==> src/rtl/core/owbm_pkg.sv <==
// Shared types, codes and functions for the 1-Wire bus master.
package owbm_pkg;

	// Field and counter widths.
	localparam int unsigned LIMIT_W = 10;
	localparam int unsigned COUNT_W = 11;
	localparam int unsigned BYTE_W  = 8;
	localparam int unsigned CMD_W   = 3;
	localparam int unsigned IDX_W   = 3;

	// Reflected Dallas CRC-8 polynomial.
	localparam logic [BYTE_W-1:0] CRC_POLY = 8'h8C;

	// Register reset values.
	localparam logic [LIMIT_W-1:0] RST_RESET_LOW     = 10'd480;
	localparam logic [LIMIT_W-1:0] RST_PRES_SAMPLE   = 10'd70;
	localparam logic [LIMIT_W-1:0] RST_RESET_TAIL    = 10'd410;
	localparam logic [LIMIT_W-1:0] RST_WR_ONE_LOW    = 10'd6;
	localparam logic [LIMIT_W-1:0] RST_WR_ZERO_LOW   = 10'd60;
	localparam logic [LIMIT_W-1:0] RST_RD_SAMPLE     = 10'd15;
	localparam logic [LIMIT_W-1:0] RST_SLOT          = 10'd70;

	typedef enum logic [2:0] {
		PH_IDLE     = 3'd0,
		PH_RST_LOW  = 3'd1,
		PH_RST_WAIT = 3'd2,
		PH_RST_TAIL = 3'd3,
		PH_WR_SLOT  = 3'd4,
		PH_RD_SLOT  = 3'd5
	} phase_t;

	typedef enum logic [CMD_W-1:0] {
		CMD_NONE    = 3'd0,
		CMD_RESET   = 3'd1,
		CMD_WR_BYTE = 3'd2,
		CMD_RD_BYTE = 3'd3,
		CMD_WR_BIT  = 3'd4,
		CMD_RD_BIT  = 3'd5,
		CMD_CLR_CRC = 3'd6
	} cmd_t;

	typedef enum logic [IDX_W-1:0] {
		REG_RESET_LOW   = 3'd0,
		REG_PRES_SAMPLE = 3'd1,
		REG_RESET_TAIL  = 3'd2,
		REG_WR_ONE_LOW  = 3'd3,
		REG_WR_ZERO_LOW = 3'd4,
		REG_RD_SAMPLE   = 3'd5,
		REG_SLOT        = 3'd6
	} reg_idx_t;

	// One step of the reflected CRC-8 for a single received bit.
	function automatic logic [BYTE_W-1:0] crc_bit(input logic [BYTE_W-1:0] crc,
			input logic bit_in);
		logic [BYTE_W-1:0] shifted;
		shifted = crc >> 1;
		if (crc[0] ^ bit_in) begin
			shifted = shifted ^ CRC_POLY;
		end
		return shifted;
	endfunction

endpackage

==> src/rtl/core/one_wire_bus_master.sv <==
// Top level of the 1-Wire bus master with running CRC-8.
//
// The block takes one input transaction per clock while s_tready is high,
// and returns exactly one result transaction for each. Every input carries
// a command, a data byte, the microsecond tick strobe and the sampled line
// level; the reset, write and read sequences advance one tick count per
// input that carries a tick. All work for an input is done by the logic
// between the state registers and the result register, so a result appears
// in the cycle after its input is taken. The single result register sets the
// rate: s_tready stays high while the register is empty or being emptied,
// giving one transaction per clock whenever m_tready is high. Configuration
// writes are always taken and should only be issued while the block is idle.
module one_wire_bus_master
	import owbm_pkg::*;
(
	input  logic                clk,
	input  logic                arst_n,
	// Input stream. tdata, lowest bit up: command[2:0], data_byte[7:0],
	// tick, line_level, zero fill to 16 bits.
	input  logic                s_tvalid,
	output logic                s_tready,
	input  logic [15:0]         s_tdata,
	// Result stream. tdata, lowest bit up: drive_low, busy_res, done_res,
	// presence, received_byte[7:0], crc_now[7:0], zero fill to 24 bits.
	output logic                m_tvalid,
	input  logic                m_tready,
	output logic [23:0]         m_tdata,
	// Configuration write channel.
	input  logic                cfg_valid,
	output logic                cfg_ready,
	input  logic [IDX_W-1:0]    cfg_index,
	input  logic [LIMIT_W-1:0]  cfg_data
);

	// Configuration registers.
	logic [LIMIT_W-1:0] reset_low_q, pres_sample_q, reset_tail_q;
	logic [LIMIT_W-1:0] wr_one_low_q, wr_zero_low_q, rd_sample_q, slot_q;

	// Sequencer state.
	phase_t              phase_q, phase_d;
	logic [COUNT_W-1:0]  count_q, count_d, count_inc;
	logic [2:0]          bit_q, bit_d;
	logic [BYTE_W-1:0]   shift_q, shift_d;
	logic                pres_q, pres_d;
	logic [BYTE_W-1:0]   crc_q, crc_d;
	logic                mode_q, mode_d;
	logic [BYTE_W-1:0]   rx_q, rx_d;
	logic                done_d, drive_d;

	// Result register.
	logic                m_valid_q;
	logic [23:0]         m_data_q;

	// Input fields.
	logic [CMD_W-1:0]    in_cmd;
	logic [BYTE_W-1:0]   in_data;
	logic                in_tick, in_line;
	logic                in_acc;

	// Effective slot end and read sample point.
	logic [LIMIT_W-1:0]  slot_eff, samp_raw, samp_eff;

	assign in_cmd   = s_tdata[2:0];
	assign in_data  = s_tdata[10:3];
	assign in_tick  = s_tdata[11];
	assign in_line  = s_tdata[12];

	assign s_tready  = !m_valid_q || m_tready;
	assign in_acc    = s_tvalid && s_tready;
	assign cfg_ready = 1'b1;
	assign m_tvalid  = m_valid_q;
	assign m_tdata   = m_data_q;

	assign count_inc = count_q + COUNT_W'(1);
	assign slot_eff  = (slot_q == '0) ? LIMIT_W'(1) : slot_q;
	assign samp_raw  = (rd_sample_q == '0) ? LIMIT_W'(1) : rd_sample_q;
	assign samp_eff  = (samp_raw > slot_eff) ? slot_eff : samp_raw;

	// Configuration register writes.
	always_ff @(posedge clk or negedge arst_n) begin
		if (!arst_n) begin
			reset_low_q   <= RST_RESET_LOW;
			pres_sample_q <= RST_PRES_SAMPLE;
			reset_tail_q  <= RST_RESET_TAIL;
			wr_one_low_q  <= RST_WR_ONE_LOW;
			wr_zero_low_q <= RST_WR_ZERO_LOW;
			rd_sample_q   <= RST_RD_SAMPLE;
			slot_q        <= RST_SLOT;
		end else if (cfg_valid && cfg_ready) begin
			unique case (reg_idx_t'(cfg_index))
				REG_RESET_LOW:   reset_low_q   <= cfg_data;
				REG_PRES_SAMPLE: pres_sample_q <= cfg_data;
				REG_RESET_TAIL:  reset_tail_q  <= cfg_data;
				REG_WR_ONE_LOW:  wr_one_low_q  <= cfg_data;
				REG_WR_ZERO_LOW: wr_zero_low_q <= cfg_data;
				REG_RD_SAMPLE:   rd_sample_q   <= cfg_data;
				REG_SLOT:        slot_q        <= cfg_data;
				default: ;
			endcase
		end
	end

	// Next state and result for the current input.
	always_comb begin
		phase_d = phase_q;
		count_d = count_q;
		bit_d   = bit_q;
		shift_d = shift_q;
		pres_d  = pres_q;
		crc_d   = crc_q;
		mode_d  = mode_q;
		rx_d    = rx_q;
		done_d  = 1'b0;
		drive_d = 1'b0;

		unique case (phase_q) inside
			PH_RST_LOW: begin
				if (in_tick) begin
					count_d = count_inc;
					if (count_inc >= {1'b0, reset_low_q}) begin
						phase_d = PH_RST_WAIT;
						count_d = '0;
					end
				end
			end
			PH_RST_WAIT: begin
				if (in_tick) begin
					count_d = count_inc;
					if (count_inc >= {1'b0, pres_sample_q}) begin
						pres_d  = !in_line;
						phase_d = PH_RST_TAIL;
						count_d = '0;
					end
				end
			end
			PH_RST_TAIL: begin
				if (in_tick) begin
					count_d = count_inc;
					if (count_inc >= {1'b0, reset_tail_q}) begin
						phase_d = PH_IDLE;
						count_d = '0;
						done_d  = 1'b1;
					end
				end
			end
			PH_WR_SLOT, PH_RD_SLOT: begin
				if (in_tick) begin
					count_d = count_inc;
					// Read slots take the line at the sample point, LSB first.
					if (phase_q == PH_RD_SLOT && count_inc == {1'b0, samp_eff}) begin
						shift_d = {in_line, shift_q[BYTE_W-1:1]};
						crc_d   = crc_bit(crc_q, in_line);
					end
					// End of slot: next bit, or finish the operation.
					if (count_inc >= {1'b0, slot_q}) begin
						count_d = '0;
						if (phase_q == PH_WR_SLOT) begin
							shift_d = shift_d >> 1;
						end
						if (mode_q && bit_q != 3'd7) begin
							bit_d = bit_q + 3'd1;
						end else begin
							if (phase_q == PH_RD_SLOT) begin
								rx_d = mode_q ? shift_d : {7'd0, shift_d[BYTE_W-1]};
							end
							phase_d = PH_IDLE;
							bit_d   = '0;
							done_d  = 1'b1;
						end
					end
				end
			end
			default: begin
				// Idle: a new command starts here with the count at zero.
				count_d = '0;
				bit_d   = '0;
				case (in_cmd)
					CMD_RESET: phase_d = PH_RST_LOW;
					CMD_WR_BYTE: begin
						phase_d = PH_WR_SLOT;
						mode_d  = 1'b1;
						shift_d = in_data;
					end
					CMD_RD_BYTE: begin
						phase_d = PH_RD_SLOT;
						mode_d  = 1'b1;
						shift_d = '0;
					end
					CMD_WR_BIT: begin
						phase_d = PH_WR_SLOT;
						mode_d  = 1'b0;
						shift_d = {7'd0, in_data[0]};
					end
					CMD_RD_BIT: begin
						phase_d = PH_RD_SLOT;
						mode_d  = 1'b0;
						shift_d = '0;
					end
					CMD_CLR_CRC: begin
						crc_d  = '0;
						done_d = 1'b1;
					end
					default: ;
				endcase
			end
		endcase

		// Line drive follows the updated state.
		unique case (phase_d)
			PH_RST_LOW: drive_d = 1'b1;
			PH_WR_SLOT: drive_d = count_d <
				{1'b0, (shift_d[0] ? wr_one_low_q : wr_zero_low_q)};
			PH_RD_SLOT: drive_d = count_d < {1'b0, wr_one_low_q};
			default:    drive_d = 1'b0;
		endcase
	end

	// Sequencer state registers, advanced once per accepted input.
	always_ff @(posedge clk or negedge arst_n) begin
		if (!arst_n) begin
			phase_q <= PH_IDLE;
			count_q <= '0;
			bit_q   <= '0;
			shift_q <= '0;
			pres_q  <= 1'b0;
			crc_q   <= '0;
			mode_q  <= 1'b0;
			rx_q    <= '0;
		end else if (in_acc) begin
			phase_q <= phase_d;
			count_q <= count_d;
			bit_q   <= bit_d;
			shift_q <= shift_d;
			pres_q  <= pres_d;
			crc_q   <= crc_d;
			mode_q  <= mode_d;
			rx_q    <= rx_d;
		end
	end

	// Result register valid flag.
	always_ff @(posedge clk or negedge arst_n) begin
		if (!arst_n) begin
			m_valid_q <= 1'b0;
		end else if (in_acc) begin
			m_valid_q <= 1'b1;
		end else if (m_tready) begin
			m_valid_q <= 1'b0;
		end
	end

	// Result payload.
	always_ff @(posedge clk) begin
		if (in_acc) begin
			m_data_q <= {4'd0, crc_d, rx_d, pres_d, done_d,
				(phase_d != PH_IDLE), drive_d};
		end
	end

	// A finished operation never reports busy in the same result.
	assert property (@(posedge clk) disable iff (!arst_n)
		m_valid_q |-> !(m_data_q[2] && m_data_q[1]))
		else $error("done and busy reported together");

	// The line is only driven while an operation is in progress.
	assert property (@(posedge clk) disable iff (!arst_n)
		m_valid_q && m_data_q[0] |-> m_data_q[1])
		else $error("line driven while idle");

	// The tick counter restarts before it passes the largest limit.
	assert property (@(posedge clk) disable iff (!arst_n)
		count_q <= COUNT_W'(1023))
		else $error("tick counter ran past the largest limit");

	// A bit position other than the first only exists inside a byte transfer.
	assert property (@(posedge clk) disable iff (!arst_n)
		bit_q != 3'd0 |-> mode_q && (phase_q == PH_WR_SLOT || phase_q == PH_RD_SLOT))
		else $error("bit position set outside a byte transfer");

endmodule
==> config.mk <==
export PLATFORM = sky130hd
export DESIGN_NAME = one_wire_bus_master
export DESIGN_NICKNAME = d
export VERILOG_FILES = /design/src/rtl/core/owbm_pkg.sv /design/src/rtl/core/one_wire_bus_master.sv
export SDC_FILE = /design/constraint.sdc
export NUM_CORES = 1
export LEC_CHECK = 0
export BUFFER_PORTS_ARGS = -buffer_cell sky130_fd_sc_hd__buf_2
export CAP_MARGIN = 20
export CORE_ASPECT_RATIO = 0.8
export CORE_MARGIN = 3
export CORE_UTILIZATION = 60
export CTS_CLUSTER_DIAMETER = 30
export DETAILED_ROUTE_END_ITERATION = 10
export PLACE_DENSITY = 0.87
export SYNTH_ARGS = -nofsm -noshare
export SYNTH_HDL_FRONTEND = slang
export SYNTH_SLANG_ARGS = --single-unit
==> constraint.sdc <==
create_clock -name clk -period 12 [get_ports clk]
set_clock_uncertainty 0.05 [all_clocks]
set_input_delay 2.4 -clock clk [delete_from_list [all_inputs] [get_ports clk]]
set_output_delay 2.4 -clock clk [all_outputs]
set_load 0.01 [all_outputs]
== After elaboration in Yosys (flattened, before gate mapping) ==
Cells that the tools add are included.

* Add/subtract/negate cells: 2
* Magnitude comparators: 7
* Equal/unequal tests: 24
* Multiplexer cells: 59
* Bitwise operators: 4
* Reduce and logical (&&, ||, !) cells: 31

{| class="wikitable"
|+ Operators with widths
! operator !! number
|-
| 2-to-1 mux 8 bit || 14
|-
| 2-to-1 mux 11 bit || 8
|-
| >= comparator 11 x 10 -> 1 bit || 4
|-
| one-hot mux 11 bit (4 select lines) || 1
|-
| 2-to-1 mux 10 bit || 4
|-
| 2-to-1 mux 3 bit || 12
|-
| one-hot mux 8 bit (2 select lines) || 2
|-
| == test 3 bit, second input constant || 10
|-
| one-hot mux 8 bit (3 select lines) || 1
|-
| less-than comparator 11 x 10 -> 1 bit || 2
|-
| zero test 10 bit || 2
|-
| == test 3 x 2 -> 1 bit, second input constant || 6
|-
| AND reduction 2 bit || 7
|-
| == test 3 x 1 -> 1 bit, second input constant || 4
|-
| one-hot mux 3 bit (4 select lines) || 1
|-
| OR reduction 2 bit || 6
|-
| adder 11 x 1 -> 11 bit, second input constant || 1
|-
| == test 11 x 10 -> 1 bit || 1
|-
| 2-to-1 mux 1 bit || 11
|-
| > comparator 10 bit || 1
|-
| one-hot mux 3 bit (3 select lines) || 1
|-
| AND reduction 4 bit || 2
|-
| one-hot mux 1 bit (3 select lines) || 2
|-
| one-hot mux 3 bit (2 select lines) || 1
|-
| 17 further kinds || 23
|}

* Register bits after elaboration: 134
* Bits of input ports: 34
* Logic and storage cells: 145

== Longest topological paths before layout ==
Gate-level depths: netlist (run 1).

* Word-level depth: 14
* Depth in mapped cells: 29
* Depth with buffers taken out: 26

== Least setup slack after synthesis (run 1) ==
OpenSTA, ideal clock, no wires.

* Path kind: input-to-reg
* Start: input port s_tdata[11]
* End: register m_data_q[0] (netlist: m_tdata[0]), data pin
* Library setup time: 0.261 ns
* Data arrival time: 5.254 ns
* Required time: 11.689 ns
* Path slack: 6.436 ns
* Stages: 18
* Cells stage by stage: clkbuf_1 -> clkinv_1 -> a21oi_1 -> a211oi_1 -> a31oi_1 -> o211ai_1 -> buf_2 -> a21oi_1 -> nor2b_1 -> o21a_1 -> ha_1 -> nand4_1 -> nor3_1 -> and4b_1 -> a21oi_1 -> o211ai_1 -> nand4_1 -> o311a_1

* Elaborated cells on any way between the ends: 19

{| class="wikitable"
|+ RTL lines
! item !! line !! RTL
|-
| start, declared || one_wire_bus_master.sv:22 || <nowiki>input logic [15:0] s_tdata,</nowiki>
|-
| 2-to-1 mux 11 bit, on equally long branches || n/a ||
|-
| one-hot mux 11 bit (4 select lines) * || one_wire_bus_master.sv:116 || <nowiki>unique case (phase_q) inside</nowiki>
|-
| named net count_d[6] || one_wire_bus_master.sv:41 || <nowiki>logic [COUNT_W-1:0] count_q, count_d, count_inc;</nowiki>
|-
| less-than comparator 11 x 10 -> 1 bit, on equally long branches || one_wire_bus_master.sv:213, one_wire_bus_master.sv:211 ||
|-
| one-hot mux 1 bit (3 select lines) * || one_wire_bus_master.sv:209 || <nowiki>unique case (phase_d)</nowiki>
|-
| named net drive_d || one_wire_bus_master.sv:48 || <nowiki>logic done_d, drive_d;</nowiki>
|-
| end signal, assigned || one_wire_bus_master.sv:255 || <nowiki>m_data_q <= {4'd0, crc_d, rx_d, pres_d, done_d,</nowiki>
|-
| end, declared || one_wire_bus_master.sv:52 || <nowiki>logic [23:0] m_data_q;</nowiki>
|}

Mark *: on every way through the listed nets, which the timed path passes. The rest lies on a longest branch. The select of a mux whose other input is x is not followed.
A chain may end at the register's enable or synchronous reset.

== Worst setup path after layout (run 1) ==
* Start: register count_q[0]
* End: register m_data_q[0] (netlist: m_tdata[0]), data pin

* Longest elaborated chain between the ends: 11
* Elaborated cells on any way between the ends: 37

{| class="wikitable"
|+ Ends and longest elaborated chain
! item !! line !! RTL
|-
| start, declared || one_wire_bus_master.sv:41 ||
|-
| start signal, assigned || one_wire_bus_master.sv:231 || <nowiki>count_q <= count_d;</nowiki>
|-
| parallel branches: the longest is 10 deep, another holds adder 11 x 1 -> 11 bit || n/a ||
|-
| one-hot mux 1 bit (3 select lines) * || one_wire_bus_master.sv:209 ||
|-
| named net drive_d || one_wire_bus_master.sv:48 ||
|}

Mark *: on every way through the listed nets, which the timed path passes. The select of a mux whose other input is x is not followed.

==> impl_metrics.ini, run 1 <==
[die]
initial_utilization_pct = 62.2
fp.dieW_um = 140
dieHeight_um = 113
die_area_um2 = 15800
io_pins = 61
rows = 38
fp.coreArea_um2 = 13800

[clocking]
clock_sinks = 134
htreeDepth = 4
cts_root_buffer = clkbuf_16
clk_latency_ns = 0.43
post-cts-setup-buffer-count = 0
clk_pin_slew_worst_paths_ns = 0.06
ctsHoldBuffers = 0
clockBufferDepth = 2
cts_tree = yes
cts_resized = 0
cts_buffers = 17

[drt]
first_pass_iters = 6
num_vias = 7084
ant_nets = 0
wirelength_um = 21200
drc = 0
wl_per_cell_um = 18.9
drt_iter0_drc = 965
viasPerCell = 6.31

[finish]
syn_to_final_growth_pct = 10.1
nets = 1036
antenna_cells = 0
drive_gt1_share_pct = 20.8

[setup_path]
slowest_stage = dfrtp_1
cp.arrival_ns = 6.91
path_buf_inv = 0
path_cells = ha_1 -> nand4_1 -> xnor2_2 -> ha_1 -> a21o_1 -> a21oi_1 -> o21ai_0 -> a21oi_1 -> o211ai_1 -> nand2b_2 -> o221a_4 -> nor2_1 -> a21oi_2 -> ha_1 -> a21oi_1 -> nor2b_1 -> o21ai_0 -> nand2b_1 -> a21oi_1 -> nor2b_1 -> o21ai_0 -> nand3_1 -> o21ai_0 -> o311a_1
required_ns = 12.25
cp_max_fo = 21
start_kind = flip-flop
path_delay_family = compound AO/OA/AOI/OAI gates
critPathCaptureType = flip-flop
cp_slowest_stage_delay_ns = 0.72
critPathLaunch = count_q[0]
r2r_start = count_q[0]
crit_type = flip-flop to flip-flop

[synthesis]
synth_area_leader_cell = dfrtp_1
ys_seq_area_share_pct = 40.7
synthFlopType = dfrtp_1
async_reset_ff_share_pct = 85.1
synth_area_um2 = 8570
synth-seq-cells = 134
synth_top_area_share_pct = 26.0
synth_edf_count = 20
synthDistinctLibCells = 72
avgSynthCellArea_um2 = 9.55
synthCells = 898
yosysWarnings = 0
synth_area_leaders = dfrtp_1 26%, ha_1 11%, mux2_2 8.3%

[global_routing]
antenna_found_initial = 0
grt_max_degree = 71
global_route.usage.total_pct = 27.5
grt.overflow.total = 0
grt_pass1_wl_um = 34600
grt_pass1_vias = 6980

[sta]
hold_viol = 0
clock.fmax_mhz = 150
rsz0062_at_grt = no
period_share_pct = 55.5
period_needed_ns = 6.66
tightest_slew_ns = 1.06
final.setup.tns_ns = 0
setup_violations = 0
slew_headroom_pct = 28.9
fin_hold_ws_ns = 0.424
finalMaxSlewViolations = 0

[run_status]
status = finished, final reports clean

[place]
hpwl_um = 14800
place_congestion = 0.915
portBuffers = 52

[power_and_ir_drop]
vdd_drop_max_mv = 0.120
powerDensity_nw_per_um2 = 175
power.leakage_nw = 4.34

[flow_run]
drv_cap = 0

[hold_path]
hold_class = flip-flop to flip-flop
min_from = pres_q
[layout make-up]
| cell class | instances | area, um^2 |
|---|---|---|
| clock inverter | 7 | 45.0 |
| multi-input combinational | 642 | 4570 |
| sequential | 134 | 3480 |
| timing repair buffer | 60 | 324 |
| clock buffer | 25 | 505 |
| inverter | 75 | 282 |
| tap | 180 | 225 |
| fill | 1023 | 4350 |
[worst reg2reg max path, cell delays in order (launching register included)]
cell and delay [ns]:
dfrtp_1 0.72, ha_1 0.43, nand4_1 0.19, xnor2_2 0.55, ha_1 0.38, a21o_1 0.17, a21oi_1 0.19, o21ai_0 0.19
a21oi_1 0.43, o211ai_1 0.36, nand2b_2 0.50, o221a_4 0.47, nor2_1 0.18, a21oi_2 0.04, ha_1 0.31, a21oi_1 0.19
nor2b_1 0.06, o21ai_0 0.14, nand2b_1 0.08, a21oi_1 0.15, nor2b_1 0.05, o21ai_0 0.17, nand3_1 0.09, o21ai_0 0.22
o311a_1 0.20
[power breakdown]
group	internal (mW)	switching, mW
Sequential	0.555	0.0815
Combinational	0.217	0.312
Clock	0.291	0.193
[routing by layer]
| metal | global-route usage (%) | wire length, um | vias up | part of all wire (%) |
|---|---|---|---|---|
| li1 | - | - | 3284 | - |
| met1 | 36.2 | 8930 | 3376 | 42 |
| met2 | 43.2 | 9740 | 357 | 46 |
| met3 | 7.35 | 1910 | 67 | 9.0 |
| met4 | 12.5 | 656 | 0 | 3.1 |
| met5 | 0 | 0 | - | 0 |
[cell families after synthesis]
kind of cell               share of synthesized area [%]
and+or+nand+nor                                     14.5
AOI/OAI and AO/OA                                   17.1
DFF                                                 40.7
xor gates and xnor gates                            1.93
other                                             0.0876
buffers and inverters                               6.26
muxes                                               8.98
adders and majority gates                           10.5
[worst paths after layout]
kind                                    end  slack (ns)  depth (start not counted)
setup / recovery                 m_tdata[0]        5.34                         24
hold / removal                       pres_q        0.42                          2
setup reg to reg                 m_tdata[0]        5.34                         24
hold reg to reg                      pres_q        0.42                          2
max in group asynchronous  wr_zero_low_q[1]        8.67                          2
min in group asynchronous           rx_q[6]        1.92                          1
[cells in the mapped netlist (all sizes together) (4+ instances only)]
cell    number
a211oi      13
a21boi       8
a21o        18
a21oi       50
a22o         6
a31oi        4
and3         5
and4         6
buf         15
clkbuf      35
dfrtp       89
dfstp       25
edfxtp      20
ha          72
inv         74
mux2        63
mux2i        6
nand2       98
nand2b      12
nand3       30
nand4       11
nand4b       4
nor2        42
nor2b        6
nor3        18
nor3b        4
nor4         6
o211ai      11
o21a         6
o21ai       71
o22ai        6
xnor2        9
xor2         9
[metrics by stage]
stage          util (%)  power (mW)  setup slack, ns  instance area [um^2]  instances
3_5_place_dp       64.3        1.15             5.31                  8860       1088
3_3_place_gp       64.3        1.12             5.46                  8860       1088
2_1_floorplan         -        1.02             6.44                  8580        901
6_report           68.4        1.65             5.34                  9440       1123
5_1_grt            68.4        1.74             4.84                  9440       1123
4_1_cts            68.3        1.64             5.29                  9410       1120
[placed cells by master (no fill, tap or decap), drive strengths merged, types with 9 or more instances in the layout]
cell / count
a21oi: 50
o211ai: 11
a211oi: 13
buf: 59
edfxtp: 20
clkbuf: 26
nand2: 98
nor3: 18
a21o: 18
nand3: 30
mux2: 63
nor2: 42
xor2: 9
nand2b: 12
xnor2: 9
nand4: 11
o21ai: 71
dfstp: 25
ha: 72
inv: 76
dfrtp: 89
[sequential cells by signal, summed over array words and instances, names as in the netlist, 10 cells and up]
register and count:
wr_one_low_q 10, reset_low_q 10, wr_zero_low_q 10, pres_sample_q 10, rd_sample_q 10, slot_q 10, m_tdata 20, reset_tail_q 10
count_q 11
No activity file was read; power rests on OpenSTA's default activity.
==> run 2: changes to the inputs <==
clock period = 6.33 ns   (was 12 ns; I/O delays follow)
==> impl_metrics.ini, run 2 (same netlist as run 1, synthesis figures left out) <==
[run_status]
status = finished, final reports clean

[setup_path]
crit_type = flip-flop to flip-flop
timing.critical_path.to = m_tdata[0]
slowest_stage = o211ai_1
path_cells = and4_1 -> and4_1 -> xnor2_1 -> inv_1 -> ha_1 -> a21o_1 -> a21oi_1 -> o21ai_0 -> a211oi_1 -> a31oi_1 -> o211ai_1 -> nand2_1 -> nor3_1 -> o21a_1 -> ha_1 -> nand4_1 -> nor3_1 -> and4b_1 -> a21oi_1 -> o211ai_1 -> nand4_1 -> o311a_1
critPathLaunch = count_q[3]
cp.arrival_ns = 5.81
path_delay_family = compound AO/OA/AOI/OAI gates
cp_max_fo = 9
worst-path-stages = 22
reg2regPathDepth = 22
critPathCaptureType = flip-flop
required_ns = 6.46
r2r_end = m_tdata[0]
r2r_start = count_q[3]
rrSetupSlack_ns = 0.65
start_kind = flip-flop
path_buf_inv = 1
cp_slowest_stage_delay_ns = 0.59

[place]
place_congestion = 0.899
hpwl_um = 15100
portBuffers = 52

[finish]
multiInputGateArea_um2 = 4570
syn_to_final_growth_pct = 11.7
final_common_cell = nand2_1
layout_common_cells = 98 x nand2_1, 89 x dfrtp_1, 73 x inv_1, 72 x ha_1, 66 x o21ai_0
antenna_cells = 0
largest_reg_flops = 20
register_area_um2 = 3480
nets = 1053
drive_gt1_share_pct = 22.1
num-fill-cells = 1010

[drt]
viasPerCell = 6.21
first_pass_iters = 5
ant_nets = 0
drc = 0
num_vias = 7081
wl_per_cell_um = 18.7
wirelength_um = 21400
drt_iter0_drc = 818

[power_and_ir_drop]
vdd_drop_max_mv = 0.210
power.leakage_nw = 4.43
powerDensity_nw_per_um2 = 331

[sta]
period_needed_ns = 5.68
fin_hold_ws_ns = 0.429
setup_violations = 0
finalMaxSlewViolations = 0
slew_headroom_pct = 31.3
clock.fmax_mhz = 176
tightest_slew_ns = 1.03
period_share_pct = 89.8
rsz0062_at_grt = no
final.setup.tns_ns = 0
hold_viol = 0

[die]
dieHeight_um = 113
io_pins = 61
initial_utilization_pct = 62.2
die_area_um2 = 15800
fp.dieW_um = 140
fp.coreArea_um2 = 13800
rows = 38

[clocking]
clock_sinks = 134
clk_latency_ns = 0.43
cts_tree = yes
cts_root_buffer = clkbuf_16
post-cts-setup-buffer-count = 0
htreeDepth = 4
cts_resized = 0
cts_buffers = 17
clockBufferDepth = 2
ctsHoldBuffers = 0
clk_pin_slew_worst_paths_ns = 0.06

[hold_path]
hold_class = flip-flop to flip-flop

[global_routing]
antenna_found_initial = 0
global_route.usage.total_pct = 27.9
grt.overflow.total = 0
grt_max_degree = 70
grt_pass1_wl_um = 35000
grt_pass1_vias = 6793

[flow_run]
drv_cap = 0
[run 2: worst min-delay path by stage]
stage / endpoint / startpoint / depth (start not counted) / slack, ns
final: pres_q / pres_q / 2 / 0.43
after global routing: rx_q[7] / rx_q[7] / 2 / 0.47
after CTS: pres_q / pres_q / 2 / 0.43
after detailed placement: pres_q / pres_q / 2 / 0.41
after global placement: pres_q / pres_q / 2 / 0.40
after floorplan: pres_q / pres_q / 2 / 0.39
[run 2: cell type report]
| cell class | count | area share [%] |
|---|---|---|
| clock buffer | 25 | 5.17 |
| timing repair buffer | 77 | 4.68 |
| inverter | 75 | 2.94 |
| clock inverter | 7 | 0.719 |
| multi-input combinational | 642 | 47.7 |
| sequential | 134 | 36.4 |
| tap | 180 | 2.35 |
[run 2: metal layers]
metal | vias up | GRT usage [%] | wire, um
met1 | 3449 | 38.4 | 9400
met5 | - | 0 | 0
met4 | 0 | 9.81 | 470
met2 | 279 | 43.6 | 10000
li1 | 3309 | - | -
met3 | 44 | 6.97 | 1470
[run 2: where the power goes]
part	switching [mW]	internal, mW
registers	0.142	1.05
clock network	0.368	0.580
logic	0.604	0.425
[run 2: worst reg2reg max path, stage by stage (launching register included)]
cell and delay (ns):
dfrtp_1 0.45, and4_1 0.26, and4_1 0.22, xnor2_1 0.33, inv_1 0.24, ha_1 0.24, a21o_1 0.18, a21oi_1 0.20
o21ai_0 0.20, a211oi_1 0.29, a31oi_1 0.07, o211ai_1 0.59, nand2_1 0.21, nor3_1 0.19, o21a_1 0.21, ha_1 0.17
nand4_1 0.12, nor3_1 0.18, and4b_1 0.20, a21oi_1 0.07, o211ai_1 0.26, nand4_1 0.14, o311a_1 0.36
[run 2: per-stage QoR]
step,utilization (%),instance area (um^2),worst slack [ns],power (mW),cells
6_report,69.4,9580,0.647,3.17,1140
5_1_grt,69.4,9580,0.264,3.36,1140
4_1_cts,69.4,9580,0.727,3.16,1140
3_5_place_dp,65.4,9010,0.837,2.20,1108
3_3_place_gp,65.3,9010,0.908,2.15,1107
2_1_floorplan,-,8580,1.41,1.93,901
